## config.mk

```make
export PLATFORM = sky130hd
export DESIGN_NAME = bresenham_line_stepper_flat
export DESIGN_NICKNAME = d
export VERILOG_FILES = /design/src/rtl/core/bls_pkg.sv /design/src/rtl/core/bls_req_if.sv /design/src/rtl/core/bls_pix_if.sv /design/src/rtl/core/bresenham_line_stepper.sv /design/src/flat_wrapper.sv
export SDC_FILE = /design/constraint.sdc
export NUM_CORES = 1
export LEC_CHECK = 0
export BUFFER_PORTS_ARGS = -buffer_cell sky130_fd_sc_hd__buf_2
export CORE_MARGIN = 2
export CORE_UTILIZATION = 65
export CTS_BUF_LIST = sky130_fd_sc_hd__clkbuf_8
export CTS_CLUSTER_DIAMETER = 30
export DETAILED_ROUTE_END_ITERATION = 8
export PLACE_DENSITY = 0.85
export SLEW_MARGIN = 20
export SYNTH_ARGS = -nofsm -noshare
export SYNTH_HDL_FRONTEND = slang
export SYNTH_SLANG_ARGS = --single-unit
export TNS_END_PERCENT = 1
```

## constraint.sdc

```tcl
create_clock -name i_clk -period 24.7 [get_ports i_clk]
set_input_delay 3.705 -clock i_clk [delete_from_list [all_inputs] [get_ports i_clk]]
set_output_delay 3.705 -clock i_clk [all_outputs]
set_load 0.02 [all_outputs]
```

## src/rtl/core/bls_pkg.sv

```systemverilog
package bls_pkg;

    // Coordinate arithmetic width; port fields stay 16 bits.
    localparam int COORD_BITS = 16;
    localparam int PIX_BITS   = 16;
    localparam int COLOR_BITS = 16;
    // Error term: sign plus headroom for twice the major length.
    localparam int ERR_BITS   = COORD_BITS + 3;

    typedef enum logic {
        REQ_START   = 1'b0,
        REQ_ADVANCE = 1'b1
    } t_req_type;

    typedef struct packed {
        t_req_type             req_type;
        logic [PIX_BITS-1:0]   start_x;
        logic [PIX_BITS-1:0]   start_y;
        logic [PIX_BITS-1:0]   end_x;
        logic [PIX_BITS-1:0]   end_y;
        logic [COLOR_BITS-1:0] line_color;
    } t_line_req;

    typedef struct packed {
        logic [PIX_BITS-1:0]   pixel_x;
        logic [PIX_BITS-1:0]   pixel_y;
        logic [COLOR_BITS-1:0] pixel_color;
        logic                  pixel_valid;
        logic                  last_pixel;
    } t_pixel;

endpackage

```

## src/rtl/core/bls_req_if.sv

```systemverilog
interface bls_req_if;
    logic              valid;
    logic              ready;
    bls_pkg::t_line_req data;

    modport source (output valid, output data, input ready);
    modport sink   (input valid, input data, output ready);
endinterface

```

## src/rtl/core/bls_pix_if.sv

```systemverilog
interface bls_pix_if;
    logic           valid;
    logic           ready;
    bls_pkg::t_pixel data;

    modport source (output valid, output data, input ready);
    modport sink   (input valid, input data, output ready);
endinterface

```

## src/rtl/core/bresenham_line_stepper.sv

```systemverilog
// Bresenham line stepper: a start item loads two endpoints and a color and
// returns the first pixel; each advance item returns the next pixel along the
// major axis, the final one flagged last_pixel. An advance with no line in
// progress returns an item with pixel_valid low and all fields zero, and a
// start drops any line in progress. One item is taken per clock; its result
// appears in the output register in the next cycle. The rate is set only by the
// single output register: the block stalls when that register is full and
// the sink does not take it.
module bresenham_line_stepper (
    input  logic             i_clk,
    input  logic             i_rst_n,
    bls_req_if.sink          i_req,
    bls_pix_if.source        o_pix
);

    localparam int CB = bls_pkg::COORD_BITS;
    localparam int EB = bls_pkg::ERR_BITS;
    localparam int PB = bls_pkg::PIX_BITS;

    // line state
    logic [CB-1:0]          r_cur_x, n_cur_x;
    logic [CB-1:0]          r_cur_y, n_cur_y;
    logic signed [EB-1:0]   r_err, n_err;
    logic [CB-1:0]          r_major, n_major;
    logic [CB-1:0]          r_minor, n_minor;
    logic [CB-1:0]          r_steps, n_steps;
    logic                   r_dir_x_neg, n_dir_x_neg;
    logic                   r_dir_y_neg, n_dir_y_neg;
    logic                   r_x_major, n_x_major;
    logic [bls_pkg::COLOR_BITS-1:0] r_color, n_color;
    logic                   r_busy, n_busy;

    // output register
    logic                   r_out_valid, n_out_valid;
    bls_pkg::t_pixel        r_out, n_out;

    logic                   accept;
    logic                   is_start;

    // setup from a start item
    logic [CB-1:0]          s_sx, s_sy, s_ex, s_ey;
    logic                   s_dxn, s_dyn, s_xmaj;
    logic [CB-1:0]          s_adx, s_ady, s_major, s_minor;
    logic signed [EB-1:0]   s_err;

    // working values for one step
    logic [CB-1:0]          b_x, b_y, b_major, b_minor;
    logic signed [EB-1:0]   b_err, b_err_adj;
    logic                   b_dxn, b_dyn, b_xmaj, b_last, b_minor_step;
    logic [CB-1:0]          x_step, y_step;

    assign i_req.ready = !r_out_valid || o_pix.ready;
    assign accept      = i_req.valid && i_req.ready;
    assign is_start    = i_req.data.req_type == bls_pkg::REQ_START;

    assign o_pix.valid = r_out_valid;
    assign o_pix.data  = r_out;

    always_comb begin
        s_sx    = i_req.data.start_x[CB-1:0];
        s_sy    = i_req.data.start_y[CB-1:0];
        s_ex    = i_req.data.end_x[CB-1:0];
        s_ey    = i_req.data.end_y[CB-1:0];
        s_dxn   = s_ex < s_sx;
        s_dyn   = s_ey < s_sy;
        s_adx   = s_dxn ? s_sx - s_ex : s_ex - s_sx;
        s_ady   = s_dyn ? s_sy - s_ey : s_ey - s_sy;
        s_xmaj  = s_adx >= s_ady;
        s_major = s_xmaj ? s_adx : s_ady;
        s_minor = s_xmaj ? s_ady : s_adx;
        s_err   = $signed({2'b00, s_minor, 1'b0}) - $signed({3'b000, s_major});
    end

    always_comb begin
        if (is_start) begin
            b_x     = s_sx;
            b_y     = s_sy;
            b_err   = s_err;
            b_major = s_major;
            b_minor = s_minor;
            b_dxn   = s_dxn;
            b_dyn   = s_dyn;
            b_xmaj  = s_xmaj;
            b_last  = s_major == '0;
        end else begin
            b_x     = r_cur_x;
            b_y     = r_cur_y;
            b_err   = r_err;
            b_major = r_major;
            b_minor = r_minor;
            b_dxn   = r_dir_x_neg;
            b_dyn   = r_dir_y_neg;
            b_xmaj  = r_x_major;
            b_last  = r_steps == CB'(1);
        end

        // step the minor axis when the error term is not negative
        b_minor_step = !b_err[EB-1];
        b_err_adj    = b_minor_step ? b_err - $signed({2'b00, b_major, 1'b0}) : b_err;
        x_step       = b_dxn ? b_x - CB'(1) : b_x + CB'(1);
        y_step       = b_dyn ? b_y - CB'(1) : b_y + CB'(1);
    end

    always_comb begin
        n_cur_x     = r_cur_x;
        n_cur_y     = r_cur_y;
        n_err       = r_err;
        n_major     = r_major;
        n_minor     = r_minor;
        n_steps     = r_steps;
        n_dir_x_neg = r_dir_x_neg;
        n_dir_y_neg = r_dir_y_neg;
        n_x_major   = r_x_major;
        n_color     = r_color;
        n_busy      = r_busy;
        n_out       = r_out;
        n_out_valid = r_out_valid && !o_pix.ready;

        if (accept) begin
            n_out_valid = 1'b1;
            n_out       = '0;
            if (is_start || r_busy) begin
                n_out.pixel_x     = PB'(b_x);
                n_out.pixel_y     = PB'(b_y);
                n_out.pixel_color = is_start ? i_req.data.line_color : r_color;
                n_out.pixel_valid = 1'b1;
                n_out.last_pixel  = b_last;

                n_busy      = !b_last;
                n_steps     = is_start ? s_major : r_steps - CB'(1);
                n_major     = b_major;
                n_minor     = b_minor;
                n_dir_x_neg = b_dxn;
                n_dir_y_neg = b_dyn;
                n_x_major   = b_xmaj;
                n_color     = n_out.pixel_color;
                // advance to the next pixel; unused once the line ends
                n_err       = b_err_adj + $signed({2'b00, b_minor, 1'b0});
                n_cur_x     = (b_xmaj || b_minor_step) ? x_step : b_x;
                n_cur_y     = (!b_xmaj || b_minor_step) ? y_step : b_y;
            end
        end
    end

    always_ff @(posedge i_clk) begin
        if (!i_rst_n) begin
            r_busy      <= 1'b0;
            r_out_valid <= 1'b0;
        end else begin
            r_busy      <= n_busy;
            r_out_valid <= n_out_valid;
        end
        r_cur_x     <= n_cur_x;
        r_cur_y     <= n_cur_y;
        r_err       <= n_err;
        r_major     <= n_major;
        r_minor     <= n_minor;
        r_steps     <= n_steps;
        r_dir_x_neg <= n_dir_x_neg;
        r_dir_y_neg <= n_dir_y_neg;
        r_x_major   <= n_x_major;
        r_color     <= n_color;
        r_out       <= n_out;
    end

`ifndef SYNTHESIS
    a_busy_steps: assert property (@(posedge i_clk) disable iff (!i_rst_n)
        r_busy |-> r_steps != '0)
        else $error("line in progress with no steps left");

    a_idle_advance: assert property (@(posedge i_clk) disable iff (!i_rst_n)
        (accept && !is_start && !r_busy) |=> (o_pix.valid && !o_pix.data.pixel_valid))
        else $error("advance while idle gave a valid pixel");

    a_point_line: assert property (@(posedge i_clk) disable iff (!i_rst_n)
        (accept && is_start && s_major == '0) |=> (!r_busy && o_pix.data.last_pixel))
        else $error("single-point line left the stepper busy");

    a_last_valid: assert property (@(posedge i_clk) disable iff (!i_rst_n)
        (r_out_valid && r_out.last_pixel) |-> r_out.pixel_valid)
        else $error("last flag on an invalid pixel");
`endif

endmodule
```

## src/flat_wrapper.sv

```systemverilog
// flat-port wrapper written by rule: the top's interface ports become plain ports
module bresenham_line_stepper_flat 
  (i_clk, i_rst_n, i_req_valid, i_req_data, i_req_ready, o_pix_valid, o_pix_data, o_pix_ready);
  bls_req_if i_req_i ();
  bls_pix_if o_pix_i ();
  input  logic i_clk;
  input  logic i_rst_n;
  input wire logic [$bits(i_req_i.valid)-1:0] i_req_valid;
  input wire logic [$bits(i_req_i.data)-1:0] i_req_data;
  output wire logic [$bits(i_req_i.ready)-1:0] i_req_ready;
  output wire logic [$bits(o_pix_i.valid)-1:0] o_pix_valid;
  output wire logic [$bits(o_pix_i.data)-1:0] o_pix_data;
  input wire logic [$bits(o_pix_i.ready)-1:0] o_pix_ready;
  assign i_req_i.valid = i_req_valid;
  assign i_req_i.data = i_req_data;
  assign i_req_ready = i_req_i.ready;
  assign o_pix_valid = o_pix_i.valid;
  assign o_pix_data = o_pix_i.data;
  assign o_pix_i.ready = o_pix_ready;
  bresenham_line_stepper u_core (.i_clk(i_clk), .i_rst_n(i_rst_n), .i_req(i_req_i), .o_pix(o_pix_i));
endmodule
```

* Word-level counts from Yosys, hierarchy flattened *
Index checks and enable logic that the tools add are counted.

operators by class
  add/sub/neg operators = 12
  magnitude comparators = 3
  equal/unequal tests = 1
  muxes and demuxes = 22
  bitwise gates (word level) = 1
  reductions and logical operators = 13

operators with widths
  cell                                                 count
  two-way mux 16 bit                                   14
  subtractor 16 bit                                    4
  subtractor 16 x 1 -> 16 bit (second input constant)  3
  two-way mux 19 bit                                   2
  adder 16 x 1 -> 16 bit (second input constant)       2
  less-than comparator 16 bit                          2
  adder 19 x 18 -> 19 bit                              1
  subtractor 19 x 18 -> 19 bit                         1
  subtractor 17 x 16 -> 18 bit                         1
  == test 16 x 1 -> 1 bit (second input constant)      1
  >= comparator 16 bit                                 1
  logical NOT 16 bit                                   1
  logical NOT 1 bit                                    5
  two-way mux 1 bit                                    5
  logical OR 1 bit                                     4
  logical AND 1 bit                                    2
  two-way mux 2 bit                                    1
  AND reduction 2 bit                                  1
  inverter 1 bit                                       1

storage, ports and cells
  register bits after elaboration = 170
  input bits = 85
  output and inout port bits = 52
  logic and storage cells = 69

* Longest topological paths before layout *
Gate-level depths: netlist (run 1).

  word-level depth = 9
  mapped depth = 53
  depth with buffers taken out = 49

* Least setup slack after synthesis (run 1) *
Ideal clock, no wire load.

  path kind = input to register
  start point = input port i_req_data[32]
  end point = register u_core.r_err[17], data pin
  setup time = 0.258 ns
  data arrival time = 13.159 ns
  data required time = 24.442 ns
  setup slack = 11.283 ns
  stages on the path = 47
  path buffers = 5
  cells stage by stage = inv_1 -> ha_1 -> inv_1 -> fa_1 -> a211oi_2 -> o211ai_1 -> a32oi_4 -> buf_2 -> mux2_2 -> a31oi_1 -> o2111ai_1 -> xor2_1 -> ha_1 -> nand4_1 -> a2111o_1 -> o211ai_1 -> nand3_1 -> o21ai_1 -> [... 11 more ...] -> a211oi_1 -> a21oi_1 -> nor2_4 -> buf_4 -> mux2i_1 -> ha_1 -> fa_1 -> a21o_1 -> a21oi_1 -> o21bai_1 -> a21oi_1 -> o21bai_1 -> a211o_1 -> a2111oi_0 -> o31ai_1 -> a21o_1 -> a21oi_1 -> xnor2_1

on the way
  longest elaborated chain between the ends = 9
  elaborated cells between the ends (all ways) = 14

ends and longest elaborated chain
  what                                                                     RTL line                                                    source
  start, declared                                                          flat_wrapper.sv:9                                           input wire logic [$bits(i_req_i.data)-1:0] i_req_data;
  subtractor 16 bit / less-than comparator 16 bit (equally long branches)  bresenham_line_stepper.sv:66, bresenham_line_stepper.sv:64
  two-way mux 16 bit *                                                     bresenham_line_stepper.sv:66                                s_adx = s_dxn ? s_sx - s_ex : s_ex - s_sx;
  >= comparator 16 bit                                                     bresenham_line_stepper.sv:68                                s_xmaj = s_adx >= s_ady;
  two-way mux 16 bit, on equally long branches                             bresenham_line_stepper.sv:69, bresenham_line_stepper.sv:70
  subtractor 17 x 16 -> 18 bit                                             bresenham_line_stepper.sv:71                                s_err = $signed({2'b00, s_minor, 1'b0}) - $signed({3'b000, s_major});
  two-way mux 19 bit                                                       bresenham_line_stepper.sv:75                                if (is_start) begin
  subtractor 19 x 18 -> 19 bit                                             bresenham_line_stepper.sv:99                                b_err_adj = b_minor_step ? b_err - $signed({2'b00, b_major, 1'b0}) : b_err;
  two-way mux 19 bit                                                       bresenham_line_stepper.sv:99
  adder 19 x 18 -> 19 bit *                                                bresenham_line_stepper.sv:138                               n_err = b_err_adj + $signed({2'b00, b_minor, 1'b0});
  end signal, assigned                                                     bresenham_line_stepper.sv:155                               r_err <= n_err;
  end, declared                                                            bresenham_line_stepper.sv:23                                logic signed [EB-1:0] r_err, n_err;

Mark *: on every way between the ends. The rest lies on a longest branch, timed or not.
A chain may end at the register's enable or synchronous reset.

* Worst setup path in the final report (run 1) *
  start point = input port i_req_data[16]
  end point = register u_core.r_err[17], data pin

on the way
  longest elaborated chain between the ends = 9
  elaborated cells between the ends (all ways) = 14

ends and longest elaborated chain
  what                                                                     RTL line                                                    source
  subtractor 16 bit / less-than comparator 16 bit (equally long branches)  bresenham_line_stepper.sv:67, bresenham_line_stepper.sv:65
  two-way mux 16 bit *                                                     bresenham_line_stepper.sv:67                                s_ady = s_dyn ? s_sy - s_ey : s_ey - s_sy;
  >= comparator 16 bit                                                     bresenham_line_stepper.sv:68
  two-way mux 16 bit, on equally long branches                             bresenham_line_stepper.sv:69, bresenham_line_stepper.sv:70
  subtractor 17 x 16 -> 18 bit                                             bresenham_line_stepper.sv:71
  two-way mux 19 bit                                                       bresenham_line_stepper.sv:75
  subtractor 19 x 18 -> 19 bit                                             bresenham_line_stepper.sv:99
  two-way mux 19 bit                                                       bresenham_line_stepper.sv:99
  adder 19 x 18 -> 19 bit *                                                bresenham_line_stepper.sv:138

Marks and branches as above.

==> results.py, run 1 <==
metrics = {
    "status": {
        "outcome": "finished clean",
    },
    "clock_tree": {
        "numClockSinks": 169,
        "cts_buffers": 17,
        "hold_buffers": 0,
        "htree_levels": 4,
        "post_cts_buffers": 0,
        "cts_tree": "done",
        "post_cts_resized": 0,
        "cts.path.max_buffers": 2,
        "cts_root_buf": "clkbuf_8",
        "clk_pin_slew_ns": 0.11,
        "clk_latency_ns": 0.49,
    },
    "floorplan": {
        "num_rows": 56,
        "die_x_um": 158.4,
        "die_h_um": 158.4,
        "die_area_sq_um": 25100,
        "initial_core_util_pct": 66.03,
        "pin_count": 137,
        "core_sq_um": 23470,
    },
    "detailed_routing": {
        "totalWireLength_mm": 41.93,
        "wl_per_cell_um": 19.99,
        "vias": 13200,
        "viasPerCell": 6.292,
        "drc": 0,
        "drt_iter0_drc": 1237,
        "drt-pass1-iter-count": 8,
        "ant_nets": 0,
    },
    "logic_synthesis": {
        "syn_nets": 1904,
        "synth-edff-count": 167,
        "yosysWarnings": 0,
        "synth_top_area_share_pct": 32.36,
        "netlist_area_sq_um": 15500,
        "yosysTopAreaCell": "edfxtp_1",
        "async_flop_share_pct": 0,
        "synth-seq-cells": 169,
        "yosysSeqAreaShare_pct": 32.61,
        "synth_area_leaders": "edfxtp_1, ha_1, mux2i_1",
        "syn_inst": 1656,
        "ys_types": 95,
        "syn_area_per_cell_sq_um": 9.359,
        "ys.flop_type": "edfxtp_1",
    },
    "global_routing": {
        "antenna_found_initial": 1,
        "overflow": 0,
        "grt_pass1_wl_mm": 66.41,
        "grt_pass1_vias": 12690,
        "grt_max_degree": 83,
        "grt_use_total_pct": 33.96,
    },
    "critical_path": {
        "critPathRequiredTime_ns": 24.95,
        "cpPeakStageDelay_ns": 0.68,
        "path_class": "in2reg",
        "critPathSlowestCell": "a2111oi_0",
        "cp-end-kind": "register",
        "worst_path_most_repeated_cell": "a21oi_1",
        "crit_start": "i_req_data[16]",
        "start_kind": "input port",
        "critPathCapture": "u_core.r_err[17]",
        "reg2reg_depth": 17,
        "r2r_slack_ns": 19.32,
        "worstPathMaxFanout": 51,
        "cp_data_arrival_time_ns": 15.14,
        "r2r-start": "u_core.r_err[18]",
        "rr_endpoint": "u_core.r_err[17]",
    },
    "timing": {
        "setup_viol_count_final": 0,
        "relSlewSlack_pct": 28.47,
        "finalHoldViolCount": 0,
        "min_period_ns": 14.89,
        "clock_skew_ns": 0.02122,
        "tns_ns": 0,
        "worst_slew_pin_slew_ns": 1.073,
        "slew_violations": 0,
        "period_share_pct": 60.29,
        "fmax_mhz": 67.15,
        "rsz0062_at_grt": "no",
    },
    "placed_design": {
        "dp_hpwl_mm": 31.85,
        "gp_congestion": 1.036,
        "place.port_buffers": 136,
    },
    "run": {
        "drv_cap": 0,
    },
    "hold_path": {
        "hp-class": "reg2reg",
    },
    "layout": {
        "nets": 2012,
        "final_cell_mix": "inv_1, edfxtp_1, ha_1, a21oi_1, buf_2",
        "utilization_pct": 71.65,
        "area_delta_synth_final_pct": 8.517,
        "layout-drive-gt1-share_pct": 14.41,
        "final_common_cell": "inv_1",
    },
}
layout make-up:
class / instances / area [sq um]
multi-input cells: 1259 / 9535
fillers: 1746 / 6654
flip-flops and latches: 169 / 5055
repair buffers: 142 / 752.0
inverters: 175 / 660.6
well taps: 319 / 399.1
clock buffers: 17 / 234.0
clock inverters: 15 / 180.2
diodes: 1 / 2.502
worst max-delay path: cells and delay by family:
family / cells / cell delay (ns)
buffers and inverters: 4 / 0.29
XOR/XNOR: 1 / 0.09
multiplexers: 3 / 0.93
adder cells (fa/ha/maj): 6 / 1.88
AO/OA/AOI/OAI: 24 / 6.65
AND/OR/NAND/NOR: 6 / 1.57
logic make-up after synthesis:
family	Yosys count	share of synthesized area (%)
muxes	138	9.478
xor gates and xnor gates	98	5.635
AOI/OAI and AO/OA	442	18.93
DFF	169	32.61
adders and majority gates	164	13.68
and+or+nand+nor	417	13.64
buffers and inverters	228	6.014
state kept, by name, summed over array words and instances (netlist names):
name	cells
u_core.o_pix.data	50
u_core.o_pix.valid	1
u_core.r_busy	1
u_core.r_color	16
u_core.r_cur_x	16
u_core.r_cur_y	16
u_core.r_dir_x_neg	1
u_core.r_dir_y_neg	1
u_core.r_err	18
u_core.r_major	16
u_core.r_minor	16
u_core.r_steps	16
u_core.r_x_major	1
metrics by stage:
stage | instance area [sq um] | setup WS [ns] | hold WS [ns] | instances
2_1_floorplan | 15500 | 11.28 | 0.5179 | 1656
3_3_place_gp | 16360 | 9.616 | 0.5078 | 2063
3_5_place_dp | 16360 | 9.384 | 0.5446 | 2063
4_1_cts | 16780 | 9.825 | 0.5736 | 2095
5_1_grt | 16820 | 8.942 | 0.5804 | 2097
6_report | 16820 | 9.808 | 0.5699 | 2097
metal layers:
| layer | wire length [um] | track usage, % | vias to the layer above |
|---|---|---|---|
| met5 | 0 | 0 | - |
| met4 | 1470 | 11.88 | 0 |
| met3 | 3371 | 5.471 | 105 |
| met2 | 19070 | 55.26 | 628 |
| met1 | 18020 | 46.18 | 6236 |
| li1 | - | - | 6226 |
synthesized netlist by cell type (7+ instances only):
cell / n
a211oi_1: 11
a21o_1: 60
a21oi_1: 136
a31oi_1: 14
and2_1: 12
and3_1: 7
buf_1: 9
buf_2: 15
clkbuf_1: 21
edfxtp_1: 167
fa_1: 9
ha_1: 154
inv_1: 174
mux2_1: 11
mux2_2: 43
mux2i_1: 81
nand2_1: 95
nand2b_1: 18
nand3_1: 28
nand4_1: 14
nor2_1: 120
nor2b_1: 36
nor3_1: 31
nor4_1: 10
o211ai_1: 13
o21a_1: 17
o21ai_0: 79
o21ai_1: 10
o21bai_1: 18
o31ai_1: 10
or3_1: 14
xnor2_1: 58
xor2_1: 38
how the worst min path moves through the flow:
stage | startpoint | end | slack (ns) | depth (start not counted)
floorplan | u_core.r_major[6] | u_core.r_major[6] | 0.52 | 2
global placement | u_core.o_pix.valid | u_core.o_pix.valid | 0.51 | 2
detailed placement | u_core.r_major[3] | u_core.r_major[3] | 0.54 | 2
CTS | u_core.r_color[5] | u_core.r_color[5] | 0.57 | 1
global route | u_core.r_color[14] | u_core.r_color[14] | 0.58 | 1
finish | u_core.r_color[15] | u_core.r_color[15] | 0.57 | 1
Power of run 1 is left out: the tool's default activity adds up to more than one toggle a clock period on the data nets, which glitch-free logic cannot reach.
==> run 2, diff against run 1 <==
CORE_UTILIZATION = 57   (was 65)
PLACE_DENSITY = 0.79   (was 0.85)
clock period = 13.3 ns   (was 24.7 ns; I/O delays follow)
==> results.py, run 2 (synthesis gave the netlist of run 1 again) <==
metrics = {
    "global_routing": {
        "grt_max_degree": 84,
        "antenna_found_initial": 0,
        "grt_pass1_vias": 12570,
        "overflow": 0,
        "grt_pass1_wl_mm": 64.19,
        "grt_use_total_pct": 28.12,
    },
    "layout": {
        "final_common_cell": "inv_1",
        "nFillCells": 2249,
        "nets": 2017,
        "layout-drive-gt1-share_pct": 14.65,
        "final_cell_mix": "inv_1, edfxtp_1, ha_1, a21oi_1, buf_2",
        "multi_input_area_sq_um": 9535,
        "register_area_sq_um": 5055,
        "area_delta_synth_final_pct": 8.977,
        "largest_register_ffs": 50,
        "antenna_cells": 0,
    },
    "detailed_routing": {
        "drc": 0,
        "drt-pass1-iter-count": 8,
        "viasPerCell": 6.067,
        "vias": 12880,
        "wl_per_cell_um": 18.88,
        "drt_iter0_drc": 1203,
        "ant_nets": 0,
        "totalWireLength_mm": 40.09,
    },
    "timing": {
        "clock_skew_ns": 0.01897,
        "rsz0062_at_grt": "no",
        "worst_slew_pin_slew_ns": 1.058,
        "setup_viol_count_final": 0,
        "finalHoldViolCount": 0,
        "relSlewSlack_pct": 29.23,
        "fmax_mhz": 79.50,
        "period_share_pct": 94.57,
        "slew_violations": 0,
        "min_period_ns": 12.58,
        "tns_ns": 0,
    },
    "clock_tree": {
        "htree_levels": 4,
        "clk_pin_slew_ns": 0.11,
        "cts_tree": "done",
        "clk_latency_ns": 0.49,
        "numClockSinks": 169,
        "cts_buffers": 17,
        "hold_buffers": 0,
        "cts_root_buf": "clkbuf_8",
        "cts.path.max_buffers": 2,
    },
    "critical_path": {
        "start_kind": "input port",
        "path_class": "in2reg",
        "cpPeakStageDelay_ns": 0.60,
        "worstPathMaxFanout": 41,
        "worst_path_most_repeated_cell": "a21oi_1",
        "critPathSlowestCell": "a2111oi_0",
        "cp_data_arrival_time_ns": 12.82,
        "critPathRequiredTime_ns": 13.54,
        "cp-end-kind": "register",
    },
    "floorplan": {
        "num_rows": 60,
        "die_h_um": 168.9,
        "die_area_sq_um": 28530,
        "pin_count": 137,
        "core_sq_um": 26800,
        "die_x_um": 168.9,
        "initial_core_util_pct": 57.83,
    },
    "hold_path": {
        "hp-class": "reg2reg",
    },
    "placed_design": {
        "dp_hpwl_mm": 30.84,
        "gp_congestion": 0.9607,
        "place.port_buffers": 136,
    },
    "run": {
        "drv_cap": 0,
    },
    "status": {
        "outcome": "finished clean",
    },
}
-- run 2: metal layers --
layer / share of wire (%) / up-vias / track usage, %
met3: 8.0 / 79 / 5.588
li1: - / 6254 / -
met1: 44 / 6074 / 38.09
met4: 2.6 / 0 / 9.070
met5: 0 / - / 0
met2: 46 / 473 / 45.42
-- run 2: per-stage QoR --
step	cell area, sq um	setup WS (ns)	cells	util, %	hold WS (ns)
floorplan	15500	1.593	1656	-	0.5179
global placement	16440	0.6268	2091	61.33	0.5127
detailed placement	16440	0.2745	2091	61.33	0.5504
CTS	16880	0.6830	2123	62.98	0.5656
global route	16890	0.07794	2123	63.02	0.5968
finish	16890	0.7216	2123	63.02	0.5699
-- run 2: worst max-delay path, delay by kind of cell --
family	cells	cell delay, ns
compound gates	23	5.97
xor+xnor	1	0.08
fa+ha+maj	6	1.84
buf+inv	4	0.30
mux	2	0.54
simple gates	9	2.09
-- run 2: path summary, 6_finish.rpt --
kind	to	slack, ns	start	cells past startpoint
setup reg to reg	u_core.r_err[17]	8.35	u_core.r_err[18]	17
hold reg to reg	u_core.o_pix.valid	0.57	u_core.o_pix.valid	2
hold / removal	u_core.o_pix.valid	0.57	u_core.o_pix.valid	2
setup / recovery	u_core.r_err[17]	0.72	i_req_data[16]	45
-- run 2: layout make-up --
cell class / count / area share [%]
multi-input combinational: 1259 / 56.46
sequential: 169 / 29.93
timing repair buffer: 147 / 4.556
inverter: 175 / 3.911
tap: 341 / 2.526
clock buffer: 17 / 1.385
clock inverter: 15 / 1.237
-- run 2: what timing repair did --
action                     4_1_cts  5_1_grt
setup buffers                    0        0
resized for setup                0        1
setup endpoints to repair        0        1
Power of run 2 is left out for the same reason.
==> run 3, diff against run 2 <==
CORE_UTILIZATION = 50   (was 57)
PLACE_DENSITY = 0.7   (was 0.79)
==> results.py, run 3 (synthesis gave the netlist of run 1 again) <==
metrics = {
    "status": {
        "outcome": "finished clean",
    },
    "detailed_routing": {
        "drt-pass1-iter-count": 7,
        "viasPerCell": 5.820,
        "totalWireLength_mm": 40.20,
        "top_layer_used": "met4",
        "drc": 0,
        "route.met3.wl_mm": 2.570,
        "ant_nets": 0,
        "met1_length_mm": 18.20,
        "wl_met2_mm": 18.45,
        "vias": 12670,
        "drt_iter0_drc": 981,
        "wl_per_cell_um": 18.47,
    },
    "global_routing": {
        "grt_pass1_vias": 12170,
        "grt_max_degree": 79,
        "grt_use_total_pct": 24.62,
        "grt_pass1_wl_mm": 64.27,
        "antenna_found_initial": 0,
        "overflow": 0,
    },
    "critical_path": {
        "critPathRequiredTime_ns": 13.58,
        "cp-end-kind": "register",
        "cp_data_arrival_time_ns": 12.57,
        "crit_family": "compound AO/OA/AOI/OAI gates",
        "start_kind": "input port",
        "cpPeakStageDelay_ns": 0.64,
        "crit_start": "i_req_data[16]",
        "path_class": "in2reg",
        "worstPathMaxFanout": 51,
        "critPathSlowestCell": "a2111oi_0",
        "critPathBufInv": 4,
        "r2r-start": "u_core.r_err[2]",
    },
    "hold_path": {
        "hp-class": "reg2reg",
        "min_from": "u_core.o_pix.valid",
    },
    "layout": {
        "layout-drive-gt1-share_pct": 14.54,
        "nFillCells": 2775,
        "multi_input_area_sq_um": 9537,
        "final_cell_mix": "inv_1, edfxtp_1, ha_1, a21oi_1, buf_2",
        "register_area_sq_um": 5055,
        "nets": 2016,
        "antenna_cells": 0,
        "final_common_cell": "inv_1",
        "largest_register_ffs": 50,
        "area_delta_synth_final_pct": 9.147,
    },
    "clock_tree": {
        "htree_levels": 4,
        "cts_tree": "done",
        "clk_pin_slew_ns": 0.11,
        "cts_buffers": 17,
        "post_cts_buffers": 0,
        "post_cts_resized": 0,
        "hold_buffers": 0,
        "cts_root_buf": "clkbuf_8",
        "cts.path.max_buffers": 2,
        "numClockSinks": 169,
        "clk_latency_ns": 0.51,
    },
    "floorplan": {
        "core_sq_um": 30590,
        "die_area_sq_um": 32420,
        "die_x_um": 180.1,
        "num_rows": 64,
        "pin_count": 137,
        "die_h_um": 180.1,
        "initial_core_util_pct": 50.67,
    },
    "timing": {
        "tns_ns": 0,
        "worst_slew_pin_slew_ns": 1.013,
        "relSlewSlack_pct": 30.51,
        "period_share_pct": 92.36,
        "fmax_mhz": 81.41,
        "finalHoldViolCount": 0,
        "clock_skew_ns": 0.02263,
        "slew_violations": 0,
        "min_period_ns": 12.28,
        "rsz0062_at_grt": "no",
        "setup_viol_count_final": 0,
    },
    "placed_design": {
        "dp_hpwl_mm": 30.89,
        "place.port_buffers": 136,
        "gp_congestion": 0.9635,
    },
    "run": {
        "drv_cap": 0,
    },
}
-- run 3: cell types whose count changed in the layout (fill, tap and decap cells not counted), sizes merged --
cell,change
buf,-1
clkinvlp,+1
bufinv,+2
inv,-3
-- run 3: path summary, 6_finish.rpt --
kind         slack, ns                 end  depth (start not counted)
min               0.56  u_core.o_pix.valid                          2
min reg2reg       0.56  u_core.o_pix.valid                          2
max               1.02    u_core.r_err[17]                         44
max reg2reg       8.44    u_core.r_err[17]                         19
-- run 3: layout make-up --
class	instances	area share [%]
well taps	396	2.929
multi-input cells	1259	56.38
repair buffers	146	4.504
flip-flops and latches	169	29.88
clock buffers	17	1.383
inverters	175	3.913
clock inverters	15	1.013
-- run 3: worst reg2reg max path: stages (launching register included) --
cell and delay (ns):
edfxtp_1 0.38, a21oi_1 0.28, inv_1 0.13, ha_1 0.30
nor2b_1 0.12, o21ai_0 0.20, a21boi_0 0.15, o21ai_0 0.28
nand2b_1 0.12, xnor2_1 0.14, o21ai_1 0.24, ha_1 0.32
a21oi_1 0.24, o21bai_1 0.12, a211o_1 0.32, a2111oi_0 0.64
o31ai_1 0.21, a21o_1 0.21, a21oi_1 0.16, xnor2_1 0.07
-- run 3: routing by layer --
| metal | up-vias | GRT usage (%) |
|---|---|---|
| met4 | 0 | 7.581 |
| li1 | 6244 | - |
| met2 | 402 | 40.15 |
| met1 | 5977 | 33.30 |
| met5 | - | 0 |
| met3 | 48 | 4.608 |
-- run 3: through the flow --
step / util [%] / cell area [sq um] / instances / hold WS, ns / setup slack [ns]
2_1_floorplan: - / 15500 / 1656 / 0.5179 / 1.593
6_report: 55.30 / 16920 / 2177 / 0.5600 / 1.016
3_5_place_dp: 53.94 / 16500 / 2145 / 0.5415 / 0.3881
5_1_grt: 55.30 / 16920 / 2177 / 0.5856 / 0.2801
4_1_cts: 55.27 / 16910 / 2177 / 0.5565 / 0.9587
3_3_place_gp: 53.93 / 16500 / 2145 / 0.5135 / 0.6850
Power of run 3 is left out for the same reason.
